==> src/rtl/cbm_pkg.sv <==
// Shared types, constants and helpers for the cartridge bank mapper.
// Depends on nothing; cbm_mod_unit and cartridge_bank_mapper use it.
package cbm_pkg;

   // ROM bank register width
   localparam int ROM_BANK_BITS = 9;
   // working width of bank arithmetic and of the modulo unit dividend
   localparam int BANK_WORK_W   = 9;
   localparam int BANK_COUNT_W  = 10;
   localparam int RAM_MASK_W    = 17;
   localparam int PHYS_W        = 23;
   localparam int ROM_OFS_W     = 14;
   localparam int RAM_OFS_W     = 13;
   localparam int STEP_CNT_W    = $clog2(BANK_WORK_W + 1);

   // mapper kinds
   localparam logic [2:0] KIND_NONE  = 3'd0;
   localparam logic [2:0] KIND_MBC1  = 3'd1;
   localparam logic [2:0] KIND_MBC1M = 3'd2;
   localparam logic [2:0] KIND_MBC2  = 3'd3;
   localparam logic [2:0] KIND_MBC3  = 3'd4;
   localparam logic [2:0] KIND_MBC5  = 3'd5;

   // result targets
   localparam logic [1:0] TGT_ROM   = 2'd0;
   localparam logic [1:0] TGT_RAM   = 2'd1;
   localparam logic [1:0] TGT_CLOCK = 2'd2;
   localparam logic [1:0] TGT_OPEN  = 2'd3;

   // bus commands
   localparam logic CMD_READ  = 1'b0;
   localparam logic CMD_WRITE = 1'b1;

   // configuration register indexes
   localparam logic [1:0] CSR_MAPPER_KIND    = 2'd0;
   localparam logic [1:0] CSR_ROM_BANK_COUNT = 2'd1;
   localparam logic [1:0] CSR_RAM_SIZE_MASK  = 2'd2;

   // request to the modulo unit
   typedef struct packed {
      logic                    start;
      logic [BANK_WORK_W-1:0]  dividend;
      logic [BANK_COUNT_W-1:0] divisor;
   } mod_req_type;

   // answer from the modulo unit
   typedef struct packed {
      logic                   done;
      logic [BANK_WORK_W-1:0] remainder;
   } mod_rsp_type;

   function automatic logic kind_known(input logic [2:0] kind);
      return (kind == KIND_MBC1) || (kind == KIND_MBC1M) || (kind == KIND_MBC2) ||
             (kind == KIND_MBC3) || (kind == KIND_MBC5);
   endfunction

endpackage

==> src/rtl/cbm_if.sv <==
// Handshake channel interfaces of the cartridge bank mapper.
// Standalone; field widths match the constants in cbm_pkg.
interface cbm_req_if;
   logic        valid;
   logic        ready;
   logic        command;
   logic [15:0] address;
   logic [7:0]  data;

   modport source (output valid, command, address, data, input ready);
   modport sink   (input valid, command, address, data, output ready);
endinterface

interface cbm_rsp_if;
   logic        valid;
   logic        ready;
   logic [1:0]  target;
   logic [22:0] phys_address;
   logic        write_enable;
   logic [7:0]  write_data;
   logic        ram_flush;

   modport source (output valid, target, phys_address, write_enable, write_data, ram_flush,
                   input ready);
   modport sink   (input valid, target, phys_address, write_enable, write_data, ram_flush,
                   output ready);
endinterface

interface cbm_csr_if;
   logic        valid;
   logic        ready;
   logic [1:0]  index;
   logic [16:0] wdata;

   modport source (output valid, index, wdata, input ready);
   modport sink   (input valid, index, wdata, output ready);
endinterface

==> src/rtl/cbm_mod_unit.sv <==
// Bit-serial modulo unit: remainder of a bank number by the ROM bank count.
// One restoring step per cycle, MSB first. Depends on cbm_pkg.
module cbm_mod_unit (
   input  logic                clock,
   input  logic                reset,
   input  cbm_pkg::mod_req_type req,
   output cbm_pkg::mod_rsp_type rsp
);

   logic                                busy_ff, busy_in;
   logic                                done_ff, done_in;
   logic                                zero_ff, zero_in;
   logic [cbm_pkg::STEP_CNT_W-1:0]      cnt_ff, cnt_in;
   logic [cbm_pkg::BANK_COUNT_W-1:0]    rem_ff, rem_in;
   logic [cbm_pkg::BANK_WORK_W-1:0]     dvd_ff, dvd_in;
   logic [cbm_pkg::BANK_WORK_W-1:0]     orig_ff, orig_in;
   logic [cbm_pkg::BANK_COUNT_W-1:0]    div_ff, div_in;
   logic [cbm_pkg::BANK_COUNT_W:0]      trial;

   // one shift-in and trial subtract
   assign trial = {rem_ff, dvd_ff[cbm_pkg::BANK_WORK_W-1]};

   always_comb begin
      busy_in = busy_ff;
      done_in = 1'b0;
      zero_in = zero_ff;
      cnt_in  = cnt_ff;
      rem_in  = rem_ff;
      dvd_in  = dvd_ff;
      orig_in = orig_ff;
      div_in  = div_ff;
      if (req.start) begin
         busy_in = 1'b1;
         zero_in = (req.divisor == '0);
         cnt_in  = '0;
         rem_in  = '0;
         dvd_in  = req.dividend;
         orig_in = req.dividend;
         div_in  = req.divisor;
      end else if (busy_ff) begin
         if (trial >= {1'b0, div_ff}) begin
            rem_in = cbm_pkg::BANK_COUNT_W'(trial - {1'b0, div_ff});
         end else begin
            rem_in = trial[cbm_pkg::BANK_COUNT_W-1:0];
         end
         dvd_in = {dvd_ff[cbm_pkg::BANK_WORK_W-2:0], 1'b0};
         cnt_in = cnt_ff + 1'b1;
         if (cnt_ff == cbm_pkg::STEP_CNT_W'(cbm_pkg::BANK_WORK_W - 1)) begin
            busy_in = 1'b0;
            done_in = 1'b1;
         end
      end
   end

   always_ff @(posedge clock) begin
      if (reset) begin
         busy_ff <= 1'b0;
         done_ff <= 1'b0;
      end else begin
         busy_ff <= busy_in;
         done_ff <= done_in;
      end
      zero_ff <= zero_in;
      cnt_ff  <= cnt_in;
      rem_ff  <= rem_in;
      dvd_ff  <= dvd_in;
      orig_ff <= orig_in;
      div_ff  <= div_in;
   end

   // a zero bank count leaves the bank number unreduced
   assign rsp.done      = done_ff;
   assign rsp.remainder = zero_ff ? orig_ff : rem_ff[cbm_pkg::BANK_WORK_W-1:0];

endmodule

==> src/rtl/cartridge_bank_mapper.sv <==
// Top level of the cartridge bank mapper: bank registers, access decode,
// result register. Depends on cbm_pkg, cbm_if and cbm_mod_unit.
//
//  channel | dir | handshake     | payload
//  req_ch  | in  | valid/ready   | command, address, data
//  rsp_ch  | out | valid/ready   | target, phys_address, write_enable, write_data, ram_flush
//  csr_ch  | in  | valid/ready   | index, wdata (always ready)
//
// A ROM read passes through the bit-serial modulo unit, which reduces the bank
// number modulo the bank count; every other access goes from accept straight to
// the done state. One item is in flight at a time.
// reset is synchronous and restores control registers and bank state to power-up values.
// A finished item waits in the result register while the next item is taken;
// a third item waits until the result register frees up.
module cartridge_bank_mapper (
   input  logic      clock,
   input  logic      reset,
   cbm_req_if.sink   req_ch,
   cbm_rsp_if.source rsp_ch,
   cbm_csr_if.sink   csr_ch
);

   localparam logic [1:0] ST_IDLE = 2'd0;
   localparam logic [1:0] ST_CALC = 2'd1;
   localparam logic [1:0] ST_DONE = 2'd2;

   localparam int BW = cbm_pkg::BANK_WORK_W;
   localparam int RB = cbm_pkg::ROM_BANK_BITS;

   // configuration
   logic [2:0]                         kind_ff;
   logic [cbm_pkg::BANK_COUNT_W-1:0]   bank_count_ff;
   logic [cbm_pkg::RAM_MASK_W-1:0]     ram_mask_ff;

   // bank state
   logic          ram_en_ff, ram_en_in;
   logic [RB-1:0] rom_bank_ff, rom_bank_in;
   logic [3:0]    ram_bank_ff, ram_bank_in;
   logic          mode_ff, mode_in;
   logic [6:0]    low_bank_ff, low_bank_in;
   logic          dirty_ff, dirty_in;

   // sequencer and pending item
   logic [1:0]                      state_ff, state_in;
   logic [1:0]                      pend_target_ff, pend_target_in;
   logic [cbm_pkg::PHYS_W-1:0]      pend_phys_ff, pend_phys_in;
   logic                            pend_we_ff, pend_we_in;
   logic [7:0]                      pend_wdata_ff, pend_wdata_in;
   logic                            pend_flush_ff, pend_flush_in;
   logic [cbm_pkg::ROM_OFS_W-1:0]   pend_lo_ff, pend_lo_in;

   // result register
   logic                            out_valid_ff, out_valid_in;
   logic [1:0]                      out_target_ff;
   logic [cbm_pkg::PHYS_W-1:0]      out_phys_ff;
   logic                            out_we_ff;
   logic [7:0]                      out_wdata_ff;
   logic                            out_flush_ff;

   cbm_pkg::mod_req_type mod_req;
   cbm_pkg::mod_rsp_type mod_rsp;

   logic          accept;
   logic          out_load;
   logic [15:0]   addr;
   logic [7:0]    din;
   logic          known;
   logic          is_mbc1;
   logic [BW-1:0] rb_ext;
   logic [BW-1:0] rb_tmp;
   logic [BW-1:0] low_tmp;
   logic          refresh;
   logic          enable_write;
   logic [cbm_pkg::RAM_MASK_W-1:0] bank_ofs;
   logic [cbm_pkg::PHYS_W-1:0]     ram_ofs;
   logic [3:0]    clk_idx;
   logic [7:0]    clk_data;

   assign accept     = req_ch.valid && req_ch.ready;
   assign req_ch.ready = (state_ff == ST_IDLE);
   assign csr_ch.ready = 1'b1;
   assign addr       = req_ch.address;
   assign din        = req_ch.data;
   assign known      = cbm_pkg::kind_known(kind_ff);
   assign is_mbc1    = (kind_ff == cbm_pkg::KIND_MBC1) || (kind_ff == cbm_pkg::KIND_MBC1M);
   assign rb_ext     = BW'(rom_bank_ff);
   assign out_load   = (state_ff == ST_DONE) && (!out_valid_ff || rsp_ch.ready);

   // banked RAM offset
   assign bank_ofs = cbm_pkg::RAM_MASK_W'({ram_bank_ff, 13'h0000}) & ram_mask_ff;
   assign ram_ofs  = cbm_pkg::PHYS_W'(bank_ofs) + cbm_pkg::PHYS_W'(addr[12:0]);

   // clock register index and field masks
   assign clk_idx = ram_bank_ff - 4'd8;
   always_comb begin
      unique case (clk_idx)
         4'd0, 4'd1: clk_data = din & 8'h3F;
         4'd2:       clk_data = din & 8'h1F;
         4'd4:       clk_data = din & 8'hC1;
         default:    clk_data = din;
      endcase
   end

   // mapper register writes
   always_comb begin
      ram_en_in    = ram_en_ff;
      rom_bank_in  = rom_bank_ff;
      ram_bank_in  = ram_bank_ff;
      mode_in      = mode_ff;
      low_bank_in  = low_bank_ff;
      rb_tmp       = rb_ext;
      refresh      = 1'b0;
      enable_write = 1'b0;
      if (accept && req_ch.command == cbm_pkg::CMD_WRITE && !addr[15] && known) begin
         if (kind_ff == cbm_pkg::KIND_MBC2) begin
            if (addr[14] == 1'b0) begin
               if (addr[8]) begin
                  rb_tmp = (din[3:0] == 4'h0) ? BW'(1) : BW'(din[3:0]);
               end else begin
                  ram_en_in    = (din[3:0] == 4'hA);
                  enable_write = 1'b1;
               end
            end
         end else begin
            unique case (addr[14:13])
               2'b00: begin
                  ram_en_in    = (kind_ff == cbm_pkg::KIND_MBC5) ? (din == 8'h0A)
                                                                 : (din[3:0] == 4'hA);
                  enable_write = 1'b1;
               end
               2'b01: begin
                  priority if (kind_ff == cbm_pkg::KIND_MBC1) begin
                     rb_tmp = (rb_ext & BW'(9'h0E0)) | BW'(din[4:0]);
                     if (din[4:0] == 5'd0) rb_tmp[0] = 1'b1;
                  end else if (kind_ff == cbm_pkg::KIND_MBC1M) begin
                     rb_tmp = (rb_ext & BW'(9'h0F0)) | BW'(din[3:0]);
                     if (din[4:0] == 5'd0) rb_tmp[0] = 1'b1;
                  end else if (kind_ff == cbm_pkg::KIND_MBC3) begin
                     rb_tmp = (din[6:0] == 7'd0) ? BW'(1) : BW'(din[6:0]);
                  end else if (!addr[12]) begin
                     rb_tmp = (rb_ext & BW'(9'h100)) | BW'(din);
                  end else begin
                     rb_tmp = (rb_ext & BW'(9'h0FF)) | BW'({din[0], 8'h00});
                  end
               end
               2'b10: begin
                  if (kind_ff == cbm_pkg::KIND_MBC3 || kind_ff == cbm_pkg::KIND_MBC5) begin
                     ram_bank_in = din[3:0];
                  end else begin
                     ram_bank_in = {2'b00, din[1:0]};
                     if (kind_ff == cbm_pkg::KIND_MBC1M) begin
                        rb_tmp = (rb_ext & BW'(9'h00F)) | BW'({din[1:0], 4'h0});
                     end else begin
                        rb_tmp = (rb_ext & BW'(9'h01F)) | BW'({din[1:0], 5'h00});
                     end
                     refresh = 1'b1;
                  end
               end
               default: begin
                  if (is_mbc1) begin
                     mode_in = din[0];
                     refresh = 1'b1;
                  end
               end
            endcase
         end
      end
      rom_bank_in = rb_tmp[RB-1:0];
      // bank seen at 0000-3FFF in MBC1 mode one
      low_tmp = BW'(rom_bank_in) & ((kind_ff == cbm_pkg::KIND_MBC1M) ? BW'(9'h030)
                                                                      : BW'(9'h060));
      if (refresh) begin
         low_bank_in = mode_in ? low_tmp[6:0] : 7'd0;
      end
   end

   // access decode, dirty tracking and sequencer
   always_comb begin
      state_in       = state_ff;
      pend_target_in = pend_target_ff;
      pend_phys_in   = pend_phys_ff;
      pend_we_in     = pend_we_ff;
      pend_wdata_in  = pend_wdata_ff;
      pend_flush_in  = pend_flush_ff;
      pend_lo_in     = pend_lo_ff;
      dirty_in       = dirty_ff;
      mod_req.start    = 1'b0;
      mod_req.dividend = addr[14] ? rb_ext : BW'(low_bank_ff);
      mod_req.divisor  = bank_count_ff;
      unique case (state_ff)
         ST_IDLE: begin
            if (accept) begin
               pend_target_in = cbm_pkg::TGT_OPEN;
               pend_phys_in   = '0;
               pend_we_in     = 1'b0;
               pend_wdata_in  = 8'h00;
               pend_flush_in  = 1'b0;
               pend_lo_in     = addr[13:0];
               state_in       = ST_DONE;
               if (!addr[15]) begin
                  if (req_ch.command == cbm_pkg::CMD_WRITE) begin
                     if (enable_write && !ram_en_in) begin
                        pend_flush_in = dirty_ff;
                        dirty_in      = 1'b0;
                     end
                  end else begin
                     pend_target_in = cbm_pkg::TGT_ROM;
                     mod_req.start  = 1'b1;
                     state_in       = ST_CALC;
                  end
               end else if (addr[15:13] == 3'b101 && known && ram_en_ff) begin
                  if (req_ch.command == cbm_pkg::CMD_WRITE) dirty_in = 1'b1;
                  priority if (kind_ff == cbm_pkg::KIND_MBC2) begin
                     pend_target_in = cbm_pkg::TGT_RAM;
                     pend_phys_in   = cbm_pkg::PHYS_W'(addr[8:0]);
                     pend_wdata_in  = din | 8'hF0;
                  end else if (is_mbc1) begin
                     pend_target_in = cbm_pkg::TGT_RAM;
                     pend_phys_in   = mode_ff ? ram_ofs : cbm_pkg::PHYS_W'(addr[12:0]);
                     pend_wdata_in  = din;
                  end else if (kind_ff == cbm_pkg::KIND_MBC5 || ram_bank_ff < 4'd4) begin
                     pend_target_in = cbm_pkg::TGT_RAM;
                     pend_phys_in   = ram_ofs;
                     pend_wdata_in  = din;
                  end else if (ram_bank_ff >= 4'd8 && ram_bank_ff <= 4'd12) begin
                     pend_target_in = cbm_pkg::TGT_CLOCK;
                     if (req_ch.command == cbm_pkg::CMD_WRITE) begin
                        pend_phys_in  = cbm_pkg::PHYS_W'(clk_idx);
                        pend_wdata_in = clk_data;
                     end else begin
                        pend_phys_in  = cbm_pkg::PHYS_W'(clk_idx + 4'd5);
                     end
                  end
                  if (pend_target_in != cbm_pkg::TGT_OPEN &&
                      req_ch.command == cbm_pkg::CMD_WRITE) begin
                     pend_we_in = 1'b1;
                  end
               end
               if (!pend_we_in) pend_wdata_in = 8'h00;
            end
         end
         ST_CALC: begin
            if (mod_rsp.done) begin
               pend_phys_in = {mod_rsp.remainder, pend_lo_ff};
               state_in     = ST_DONE;
            end
         end
         ST_DONE: begin
            if (out_load) state_in = ST_IDLE;
         end
         default: state_in = ST_IDLE;
      endcase
   end

   // result register valid
   always_comb begin
      out_valid_in = out_valid_ff;
      if (rsp_ch.ready) out_valid_in = 1'b0;
      if (out_load) out_valid_in = 1'b1;
   end

   cbm_mod_unit u_mod (
      .clock (clock),
      .reset (reset),
      .req   (mod_req),
      .rsp   (mod_rsp)
   );

   always_ff @(posedge clock) begin
      if (reset) begin
         kind_ff       <= cbm_pkg::KIND_NONE;
         bank_count_ff <= cbm_pkg::BANK_COUNT_W'(2);
         ram_mask_ff   <= cbm_pkg::RAM_MASK_W'(8191);
         ram_en_ff     <= 1'b0;
         rom_bank_ff   <= RB'(1);
         ram_bank_ff   <= 4'd0;
         mode_ff       <= 1'b0;
         low_bank_ff   <= 7'd0;
         dirty_ff      <= 1'b0;
         state_ff      <= ST_IDLE;
         out_valid_ff  <= 1'b0;
      end else begin
         // configuration writes; indexes beyond the list are dropped
         if (csr_ch.valid && csr_ch.ready) begin
            unique case (csr_ch.index)
               cbm_pkg::CSR_MAPPER_KIND:    kind_ff       <= csr_ch.wdata[2:0];
               cbm_pkg::CSR_ROM_BANK_COUNT: bank_count_ff <= csr_ch.wdata[9:0];
               cbm_pkg::CSR_RAM_SIZE_MASK:  ram_mask_ff   <= csr_ch.wdata;
               default: ;
            endcase
         end
         ram_en_ff    <= ram_en_in;
         rom_bank_ff  <= rom_bank_in;
         ram_bank_ff  <= ram_bank_in;
         mode_ff      <= mode_in;
         low_bank_ff  <= low_bank_in;
         dirty_ff     <= dirty_in;
         state_ff     <= state_in;
         out_valid_ff <= out_valid_in;
      end
      pend_target_ff <= pend_target_in;
      pend_phys_ff   <= pend_phys_in;
      pend_we_ff     <= pend_we_in;
      pend_wdata_ff  <= pend_wdata_in;
      pend_flush_ff  <= pend_flush_in;
      pend_lo_ff     <= pend_lo_in;
      if (out_load) begin
         out_target_ff <= pend_target_ff;
         out_phys_ff   <= pend_phys_ff;
         out_we_ff     <= pend_we_ff;
         out_wdata_ff  <= pend_wdata_ff;
         out_flush_ff  <= pend_flush_ff;
      end
   end

   assign rsp_ch.valid        = out_valid_ff;
   assign rsp_ch.target       = out_target_ff;
   assign rsp_ch.phys_address = out_phys_ff;
   assign rsp_ch.write_enable = out_we_ff;
   assign rsp_ch.write_data   = out_wdata_ff;
   assign rsp_ch.ram_flush    = out_flush_ff;

endmodule
==> src/flat_wrapper.sv <==
// flat-port wrapper written by rule: the top's interface ports become plain ports
module cartridge_bank_mapper_flat 
  (clock, reset, req_ch_valid, req_ch_command, req_ch_address, req_ch_data, req_ch_ready, rsp_ch_valid, rsp_ch_target, rsp_ch_phys_address, rsp_ch_write_enable, rsp_ch_write_data, rsp_ch_ram_flush, rsp_ch_ready, csr_ch_valid, csr_ch_index, csr_ch_wdata, csr_ch_ready);
  cbm_req_if req_ch_i ();
  cbm_rsp_if rsp_ch_i ();
  cbm_csr_if csr_ch_i ();
  input  logic clock;
  input  logic reset;
  input wire logic [$bits(req_ch_i.valid)-1:0] req_ch_valid;
  input wire logic [$bits(req_ch_i.command)-1:0] req_ch_command;
  input wire logic [$bits(req_ch_i.address)-1:0] req_ch_address;
  input wire logic [$bits(req_ch_i.data)-1:0] req_ch_data;
  output wire logic [$bits(req_ch_i.ready)-1:0] req_ch_ready;
  output wire logic [$bits(rsp_ch_i.valid)-1:0] rsp_ch_valid;
  output wire logic [$bits(rsp_ch_i.target)-1:0] rsp_ch_target;
  output wire logic [$bits(rsp_ch_i.phys_address)-1:0] rsp_ch_phys_address;
  output wire logic [$bits(rsp_ch_i.write_enable)-1:0] rsp_ch_write_enable;
  output wire logic [$bits(rsp_ch_i.write_data)-1:0] rsp_ch_write_data;
  output wire logic [$bits(rsp_ch_i.ram_flush)-1:0] rsp_ch_ram_flush;
  input wire logic [$bits(rsp_ch_i.ready)-1:0] rsp_ch_ready;
  input wire logic [$bits(csr_ch_i.valid)-1:0] csr_ch_valid;
  input wire logic [$bits(csr_ch_i.index)-1:0] csr_ch_index;
  input wire logic [$bits(csr_ch_i.wdata)-1:0] csr_ch_wdata;
  output wire logic [$bits(csr_ch_i.ready)-1:0] csr_ch_ready;
  assign req_ch_i.valid = req_ch_valid;
  assign req_ch_i.command = req_ch_command;
  assign req_ch_i.address = req_ch_address;
  assign req_ch_i.data = req_ch_data;
  assign req_ch_ready = req_ch_i.ready;
  assign rsp_ch_valid = rsp_ch_i.valid;
  assign rsp_ch_target = rsp_ch_i.target;
  assign rsp_ch_phys_address = rsp_ch_i.phys_address;
  assign rsp_ch_write_enable = rsp_ch_i.write_enable;
  assign rsp_ch_write_data = rsp_ch_i.write_data;
  assign rsp_ch_ram_flush = rsp_ch_i.ram_flush;
  assign rsp_ch_i.ready = rsp_ch_ready;
  assign csr_ch_i.valid = csr_ch_valid;
  assign csr_ch_i.index = csr_ch_index;
  assign csr_ch_i.wdata = csr_ch_wdata;
  assign csr_ch_ready = csr_ch_i.ready;
  cartridge_bank_mapper u_core (.clock(clock), .reset(reset), .req_ch(req_ch_i), .rsp_ch(rsp_ch_i), .csr_ch(csr_ch_i));
endmodule
==> config.mk <==
export PLATFORM = sky130hd
export DESIGN_NAME = cartridge_bank_mapper_flat
export DESIGN_NICKNAME = d
export VERILOG_FILES = /design/src/rtl/cbm_pkg.sv /design/src/rtl/cbm_if.sv /design/src/rtl/cbm_mod_unit.sv /design/src/rtl/cartridge_bank_mapper.sv /design/src/flat_wrapper.sv
export SDC_FILE = /design/constraint.sdc
export NUM_CORES = 1
export LEC_CHECK = 0
export BUFFER_PORTS_ARGS = -buffer_cell sky130_fd_sc_hd__clkbuf_2
export CORE_ASPECT_RATIO = 0.5
export CORE_MARGIN = 8
export CORE_UTILIZATION = 53
export CTS_CLUSTER_DIAMETER = 150
export CTS_CLUSTER_SIZE = 14
export DETAILED_ROUTE_END_ITERATION = 10
export GPL_TIMING_DRIVEN = 0
export PLACE_DENSITY = 0.81
export SLEW_MARGIN = 20
export SYNTH_ARGS = -nofsm -noshare
export SYNTH_HDL_FRONTEND = slang
export SYNTH_SLANG_ARGS = --single-unit
export TNS_END_PERCENT = 10
==> constraint.sdc <==
create_clock -name clock -period 3.15 [get_ports clock]
set_input_delay 0.63 -clock clock [delete_from_list [all_inputs] [get_ports clock]]
set_output_delay 0.63 -clock clock [all_outputs]
set_load 0.02 [all_outputs]
==> results.toml, run 1 <==
[timing]
worst_slack_ps = 296
min_period_ps = 2850
hold_viol = 0
grt_setup_unrepaired = "false"
worst_pin_slew_ps = 771
hold_ws_ps = 388
max-slew-margin-rel = 0.486
setup_viol = 0
drv_slew = 0
fin_crit_sh = 0.906
fin_skew_ps = 8.71
max_freq_ghz = 0.350

[power_and_ir_drop]
p_total_w = 0.00566
power_density_nw_per_um2 = 636
p_leak_nw = 3.51
peakVddDrop_mv = 0.303

[logic_synthesis]
synth-edff-count = 113
muxShareOfSynthArea = 0.0652
synth_compound_area_frac = 0.122
synth.most_common_cell = "edfxtp_1"
syn_area_um2 = 7580
async_reset_ff_frac = 0
ys_types = 72
synthCells = 645
synth_top_family_by_area = "simple AND/OR/NAND/NOR gates"
ys_seq_area_frac = 0.593
ys_ff_latch = 168
synthTopCellsByArea = "edfxtp_1 45%, dfxtp_1 15%, mux2i_1 4.9%"
yosysTopAreaCell = "edfxtp_1"
postSynthAreaPerCell_um2 = 11.8
synth_warnings = 0
synthTopCellsByCount = "113 x edfxtp_1, 64 x nor2_1, 55 x dfxtp_1"
yosys.area_share.simple = 0.134
synth_top_area_share = 0.447
synth_nets = 716
synthAdderAreaFrac = 0.0373
synth_xor_area_frac = 0.0127
ys.flop_type = "edfxtp_1"

[clock_tree]
cts_resized = 0
clk_pin_slew_ps = 70
htreeDepth = 4
clk_path_buf_depth = 2
ctsHoldBuffers = 0
cts_tree = "built"
clock-sinks = 168
cts_root_buffer = "clkbuf_16"
clk_latency_ps = 430
cts_made_buffers = 17
cts_setup_buffers = 0

[grt]
grt_pass1_vias = 5352
gr-total-overflow = 0
grt_start_max_net_pins = 30
track_usage = 0.192
antenna_found_initial = 0
grt_pass1_wl_um = 27700

[route]
antenna_left = 0
postRouteWirelength_um = 17600
drcViolationCount = 0
drt_iter0_drc = 626
drtPass1Iterations = 6
vias_per_cell = 5.70
wl_per_cell_um = 18.4
via_count = 5455

[finish]
fill_cells = 1083
post-route-util = 0.625
syn_to_final_growth_pct = 17.2
diodes = 0
design_area_um2 = 8890
drive_above_1_share = 0.202
fin_nets = 817

[worst_setup_path]
arrival_ps = 3120
critical_path_buf_inv_count = 5
path_delay_family = "buffers and inverters"
critPathSlowestCell = "and3_1"
crit_chain = "clkbuf_2, inv_1, ha_1, clkbuf_2, and3_1, and3_1, clkbuf_1, and3_1, buf_2, and3_1, o21ai_1, o22ai_1"
cp-end-kind = "flip-flop"
criticalPathCategory = "in -> reg"
critPathRequiredTime_ps = 3410
path_max_fanout = 14
startpoint_type = "primary input"
worst_path_largest_cell_delay_ps = 340
cp_common_cell = "and3_1"

[floorplan]
ios = 87
core-area_um2 = 14200
die_area_um2 = 18600
rows = 31
fp.dieH_um = 101
initial_core_util = 0.533
die_x_um = 185

[job]
maxCapViolCount = 0

[placement]
port_buffers = 80
post-dp-hpwl_um = 12700
placed_cell_area_um2 = 8290
gp_congestion = 0.932
place_worst_setup_slack_ps = -403

[min_path]
hold_class = "in -> reg"

[status]
outcome = "complete, no violations"
registers in the layout (all words and copies together), names as in the netlist, 4 cells and up:
register	flops
u_core.u_mod.dvd_ff	9
u_core.u_mod.rem_ff	10
u_core.rsp_ch.write_data	8
u_core.ram_bank_ff	4
u_core.u_mod.cnt_ff	4
u_core.u_mod.orig_ff	9
u_core.u_mod.div_ff	10
u_core.rb_ext	9
u_core.bank_count_ff	10
u_core.pend_wdata_ff	8
u_core.pend_phys_ff	23
u_core.rsp_ch.phys_address	23
u_core.pend_lo_ff	14
u_core.ram_mask_ff	4
layer usage:
metal | track usage | wire length [um] | up-vias
met3 | 0.0504 | 1390 | 32
met4 | 0.0611 | 354 | 0
met1 | 0.242 | 7710 | 2616
met5 | 0 | 0 | -
met2 | 0.322 | 8180 | 220
li1 | - | - | 2587
layout by cell type, fill, tap and decap left out, drive strengths merged, types with 19 or more instances in the layout:
cell	instances
edfxtp	113
nor3	19
a21oi	34
dfxtp	55
mux2i	37
clkbuf	116
ha	21
nand2	39
nor2	64
inv	42
stage by stage:
step | TNS, ps | instances
detailed placement | -2230 | 926
finish | 0 | 957
CTS | 0 | 958
global placement | -29840 | 923
global route | 0 | 957
floorplan | 0 | 645
worst paths after layout:
kind                                 from                     endpoint  slack (ps)  cells after the start
hold / removal          req_ch_address[5]         u_core.pend_lo_ff[5]         390                      1
hold reg to reg   u_core.pend_wdata_ff[5]  u_core.rsp_ch.write_data[5]         420                      0
setup / recovery       req_ch_address[14]      u_core.pend_phys_ff[14]         300                     12
setup reg to reg       u_core.state_ff[0]        u_core.low_bank_ff[4]         590                      7
kinds of logic after synthesis:
family | Yosys count
xor gates and xnor gates | 11
adders and majority gates | 22
other | 1
muxes | 48
AOI/OAI and AO/OA | 133
and+or+nand+nor | 196
buffers and inverters | 66
DFF | 168
power breakdown:
| part | total [W] | switching, W | internal, W |
|---|---|---|---|
| sequential | 0.00265 | 0.000119 | 0.00253 |
| clock | 0.00212 | 0.000985 | 0.00114 |
| combinational | 0.000889 | 0.000535 | 0.000354 |
| total | 0.00566 | 0.00164 | 0.00402 |
final cells by class:
type	count	area, um^2	share of cell area
Tap cell	198	248	0.0279
Buffer	31	141	0.0159
Inverter	34	128	0.0144
Timing Repair Buffer	83	450	0.0507
Multi-Input combinational cell	411	2830	0.318
Clock inverter	15	178	0.0200
Sequential cell	168	4490	0.505
Clock buffer	17	425	0.0478
Note: power is estimated with default switching activity, not from simulation.
==> run 2: changes to the inputs <==
--- a/config.mk
+++ b/config.mk
@@ -6,10 +6,10 @@
 export NUM_CORES = 1
 export LEC_CHECK = 0
 export BUFFER_PORTS_ARGS = -buffer_cell sky130_fd_sc_hd__clkbuf_2
-export CORE_ASPECT_RATIO = 0.5
+export CORE_ASPECT_RATIO = 0.7
 export CORE_MARGIN = 8
 export CORE_UTILIZATION = 53
-export CTS_CLUSTER_DIAMETER = 150
+export CTS_CLUSTER_DIAMETER = 50
 export CTS_CLUSTER_SIZE = 14
 export DETAILED_ROUTE_END_ITERATION = 10
 export GPL_TIMING_DRIVEN = 0
==> constraint.sdc (replaced) <==
create_clock -name clock -period 2.5 [get_ports clock]
set_input_delay 0.5 -clock clock [delete_from_list [all_inputs] [get_ports clock]]
set_output_delay 0.5 -clock clock [all_outputs]
set_load 0.02 [all_outputs]
==> results.toml, run 2 (synthesis results as in run 1) <==
[route]
drcViolationCount = 0
met2_length_um = 8100
top_layer_used = "met4"
met3_length_um = 1320
drtPass1Iterations = 5
wl_met1_um = 8700
vias_per_cell = 5.87
antenna_left = 0
via_count = 5567
drt_iter0_drc = 478
postRouteWirelength_um = 18300
wl_per_cell_um = 19.3

[finish]
fin_nets = 817
post-route-util = 0.635
layout_commonest_cell = "edfxtp_1"
diodes = 0
layout_common_cells = "113 x edfxtp_1, 81 x clkbuf_2, 63 x nor2_1"
multi_input_area_um2 = 2840
fill_cells = 1068
syn_to_final_growth_pct = 16.8
regArea_um2 = 4490
drive_above_1_share = 0.207

[clock_tree]
clock-sinks = 168
cts_root_buffer = "clkbuf_16"
clk_path_buf_depth = 2
clk_latency_ps = 420
clk_pin_slew_ps = 70
cts_made_buffers = 17
htreeDepth = 4
cts_tree = "built"

[worst_setup_path]
critPathSlowestCell = "and3_4"
reg2reg_slack_ps = 160
reg2reg_from = "u_core.u_mod.div_ff[1]"
path_max_fanout = 14
cp_common_cell = "and3_1"
startpoint_type = "primary input"
criticalPathCategory = "in -> reg"
critPathRequiredTime_ps = 2740
arrival_ps = 2630
cp-end-kind = "flip-flop"
crit_chain = "clkbuf_4, inv_1, ha_1, clkbuf_2, and3_1, and3_1, clkbuf_2, and3_1, buf_2, and3_4, o21ai_2, o22ai_1"
ff2ff_path_depth = 8
worst_path_largest_cell_delay_ps = 260
r2r_end = "u_core.u_mod.rem_ff[1]"

[timing]
fin_crit_sh = 0.955
hold_viol = 0
min_period_ps = 2390
drv_slew = 0
fin_skew_ps = 7.77
max-slew-margin-rel = 0.507
worst_slack_ps = 111
grt_setup_unrepaired = "true"
worst_pin_slew_ps = 739
max_freq_ghz = 0.419
setup_viol = 0

[grt]
track_usage = 0.200
grt_pass1_wl_um = 28800
antenna_found_initial = 0
grt_pass1_vias = 5369
gr-total-overflow = 0
grt_start_max_net_pins = 30

[min_path]
worst_hold_path.endpoint = "u_core.pend_lo_ff[0]"
hold_class = "in -> reg"
whs_path_depth = 1
worstHoldStart = "req_ch_address[0]"

[floorplan]
ios = 87
core-area_um2 = 14000
fp.dieH_um = 116
die_area_um2 = 18500
die_x_um = 159
initial_core_util = 0.543
rows = 36

[job]
maxCapViolCount = 0

[placement]
place_worst_setup_slack_ps = -961
gp_congestion = 0.887
post-dp-hpwl_um = 13800
port_buffers = 80

[power_and_ir_drop]
p_total_w = 0.00697
p_leak_nw = 3.49
peakVddDrop_mv = 0.360
power_density_nw_per_um2 = 786

[status]
outcome = "complete, no violations"
[run 2: final cells by class]
type                            count  share of cell area
Clock inverter                     14              0.0154
Buffer                             31              0.0164
Sequential cell                   168               0.507
Timing Repair Buffer               83              0.0507
Multi-Input combinational cell    411               0.321
Clock buffer                       18              0.0484
Tap cell                          190              0.0268
Inverter                           34              0.0144
[run 2: critical path, delay by kind of cell]
| family | cells | cell delay (ps) |
|---|---|---|
| and+or+nand+nor | 4 | 760 |
| adders and majority gates | 1 | 160 |
| buffers and inverters | 5 | 880 |
| AOI/OAI and AO/OA | 2 | 310 |
[run 2: power breakdown]
part,switching (W),internal (W)
clock network,0.00117,0.00132
logic,0.000692,0.000450
registers,0.000145,0.00318
[run 2: worst max-delay path by stage]
stage          depth (start not counted)          startpoint                      end  slack (ps)
6_report                              12  req_ch_address[14]  u_core.pend_phys_ff[16]         110
3_3_place_gp                           7        req_ch_valid    u_core.low_bank_ff[4]        -960
4_1_cts                               12  req_ch_address[14]  u_core.pend_phys_ff[16]           8
5_1_grt                               12  req_ch_address[14]  u_core.pend_phys_ff[16]          -6
2_1_floorplan                          6        req_ch_valid    u_core.low_bank_ff[6]        -170
3_5_place_dp                          13  req_ch_address[14]  u_core.pend_phys_ff[16]        -960
[run 2: metrics by stage]
stage	setup TNS [ps]	cell area, um^2	hold WS (ps)	instances
detailed placement	-26730	8270	405	917
CTS	0	8850	252	949
global route	-6.20	8860	254	949
global placement	-74390	8230	401	915
finish	0	8860	268	949
floorplan	-6750	7590	400	645
[run 2: routing by layer]
layer / track usage / vias up
li1: - / 2591
met1: 0.276 / 2701
met2: 0.308 / 256
met3: 0.0511 / 19
met4: 0.0564 / 0
met5: 0 / -
[run 2: repair_timing]
action,CTS,global route
hold buffers,0,0
buffers inserted,1,0
resized for setup,4,5
pin swaps,1,0
endpoints found under the setup margin,33,17
==> run 3: changes to the inputs <==
--- a/config.mk
+++ b/config.mk
@@ -14,6 +14,7 @@
 export DETAILED_ROUTE_END_ITERATION = 10
 export GPL_TIMING_DRIVEN = 0
 export PLACE_DENSITY = 0.81
+export RECOVER_POWER = 100
 export SLEW_MARGIN = 20
 export SYNTH_ARGS = -nofsm -noshare
 export SYNTH_HDL_FRONTEND = slang
==> results.toml, run 3 (synthesis results as in run 1) <==
[status]
outcome = "complete, no violations"

[timing]
grt_setup_unrepaired = "true"
max-slew-margin-rel = 0.373
hold_viol = 0
worst_pin_slew_ps = 940
max_freq_ghz = 0.420
fin_skew_ps = 8.10
setup_viol = 0
drv_slew = 0
fin_crit_sh = 0.953
hold_ws_ps = 266
worst_slack_ps = 118
tns_ps = 0
min_period_ps = 2380

[route]
drtPass1Iterations = 5
via_count = 5493
drcViolationCount = 0
wl_per_cell_um = 19.4
vias_per_cell = 5.79
drt_iter0_drc = 505
antenna_left = 0
postRouteWirelength_um = 18400

[finish]
post-route-util = 0.629
fin_nets = 817
layout_commonest_cell = "edfxtp_1"
design_area_um2 = 8790
syn_to_final_growth_pct = 15.8
diodes = 0
layout_common_cells = "113 x edfxtp_1, 70 x clkbuf_1, 63 x nor2_1"
drive_above_1_share = 0.134
fill_cells = 1102

[worst_setup_path]
worst_path_largest_cell_delay_ps = 260
path_max_fanout = 14
ff2ff_path_depth = 8
reg2reg_slack_ps = 150
crit_chain = "clkbuf_4, inv_1, ha_1, clkbuf_2, and3_1, and3_1, clkbuf_2, and3_1, buf_2, and3_4, o21ai_2, o22ai_1"
cp_common_cell = "and3_1"
arrival_ps = 2630
startpoint_type = "primary input"
cp-end-kind = "flip-flop"
criticalPathCategory = "in -> reg"
reg2reg_from = "u_core.u_mod.div_ff[1]"
critPathRequiredTime_ps = 2740
r2r_end = "u_core.u_mod.rem_ff[1]"
critical_path_buf_inv_count = 5
path_delay_family = "buffers and inverters"
critPathSlowestCell = "and3_4"

[clock_tree]
cts_root_buffer = "clkbuf_16"
clk_pin_slew_ps = 70
clock-sinks = 168
ctsHoldBuffers = 0
htreeDepth = 4
cts_made_buffers = 17
clk_latency_ps = 430
cts_tree = "built"
clk_path_buf_depth = 2

[min_path]
whs_path_depth = 1
worstHoldStart = "req_ch_address[0]"
hold_class = "in -> reg"
worst_hold_path.endpoint = "u_core.pend_lo_ff[0]"

[floorplan]
fp.dieH_um = 116
die_x_um = 159
die_area_um2 = 18500
core-area_um2 = 14000
initial_core_util = 0.543
rows = 36
ios = 87

[placement]
gp_congestion = 0.887
post-dp-hpwl_um = 13800
port_buffers = 80
placed_cell_area_um2 = 8270
place_worst_setup_slack_ps = -961

[power_and_ir_drop]
power_density_nw_per_um2 = 793
peakVddDrop_mv = 0.362
p_leak_nw = 3.33

[grt]
antenna_found_initial = 0
grt_pass1_wl_um = 28800
grt_start_max_net_pins = 30
gr-total-overflow = 0
track_usage = 0.200
grt_pass1_vias = 5369

[job]
maxCapViolCount = 0
==> run 3: changes by cell type in the layout (fill, tap and decap cells not counted), sizes merged <==
cell / change
clkbuf: +2
buf: -2
==> run 3: through the flow <==
| stage | total power, W | instances |
|---|---|---|
| global route | 0.00721 | 949 |
| CTS | 0.00697 | 949 |
| detailed placement | 0.00450 | 917 |
| floorplan | 0.00415 | 645 |
| global placement | 0.00442 | 915 |
| finish | 0.00696 | 949 |
==> run 3: routing by layer <==
metal	global-route usage	wire length, um	vias to the layer above
met2	0.308	8160	222
met4	0.0564	163	0
met3	0.0511	1440	18
met1	0.276	8610	2657
met5	0	0	-
li1	-	-	2596
==> run 3: final cells by class <==
type / instances / area (um^2) / area share
Sequential cell: 168 / 4490 / 0.512
Multi-Input combinational cell: 411 / 2840 / 0.323
Clock buffer: 18 / 429 / 0.0488
Timing Repair Buffer: 83 / 382 / 0.0434
Tap cell: 190 / 238 / 0.0271
Buffer: 31 / 143 / 0.0162
Clock inverter: 14 / 136 / 0.0155
Inverter: 34 / 128 / 0.0145
==> run 3: where the power goes <==
| part | internal, W | switching, W |
|---|---|---|
| combinational | 0.000438 | 0.000692 |
| clock | 0.00132 | 0.00118 |
| sequential | 0.00319 | 0.000145 |
| total | 0.00494 | 0.00202 |
==> run 3: worst max path at each step <==
stage | startpoint | end | slack [ps] | cells past startpoint
CTS | req_ch_address[14] | u_core.pend_phys_ff[16] | 8 | 12
finish | req_ch_address[14] | u_core.pend_phys_ff[16] | 120 | 12
detailed placement | req_ch_address[14] | u_core.pend_phys_ff[16] | -960 | 13
floorplan | req_ch_valid | u_core.low_bank_ff[6] | -170 | 6
global route | req_ch_address[14] | u_core.pend_phys_ff[16] | -6 | 12
global placement | req_ch_valid | u_core.low_bank_ff[4] | -960 | 7
==> run 3: repair_timing <==
item                                    in CTS  in global routing
endpoints found under the setup margin      33                 17
gates resized for setup                      4                  5
setup buffers                                1                  0
pin swaps                                    1                  0
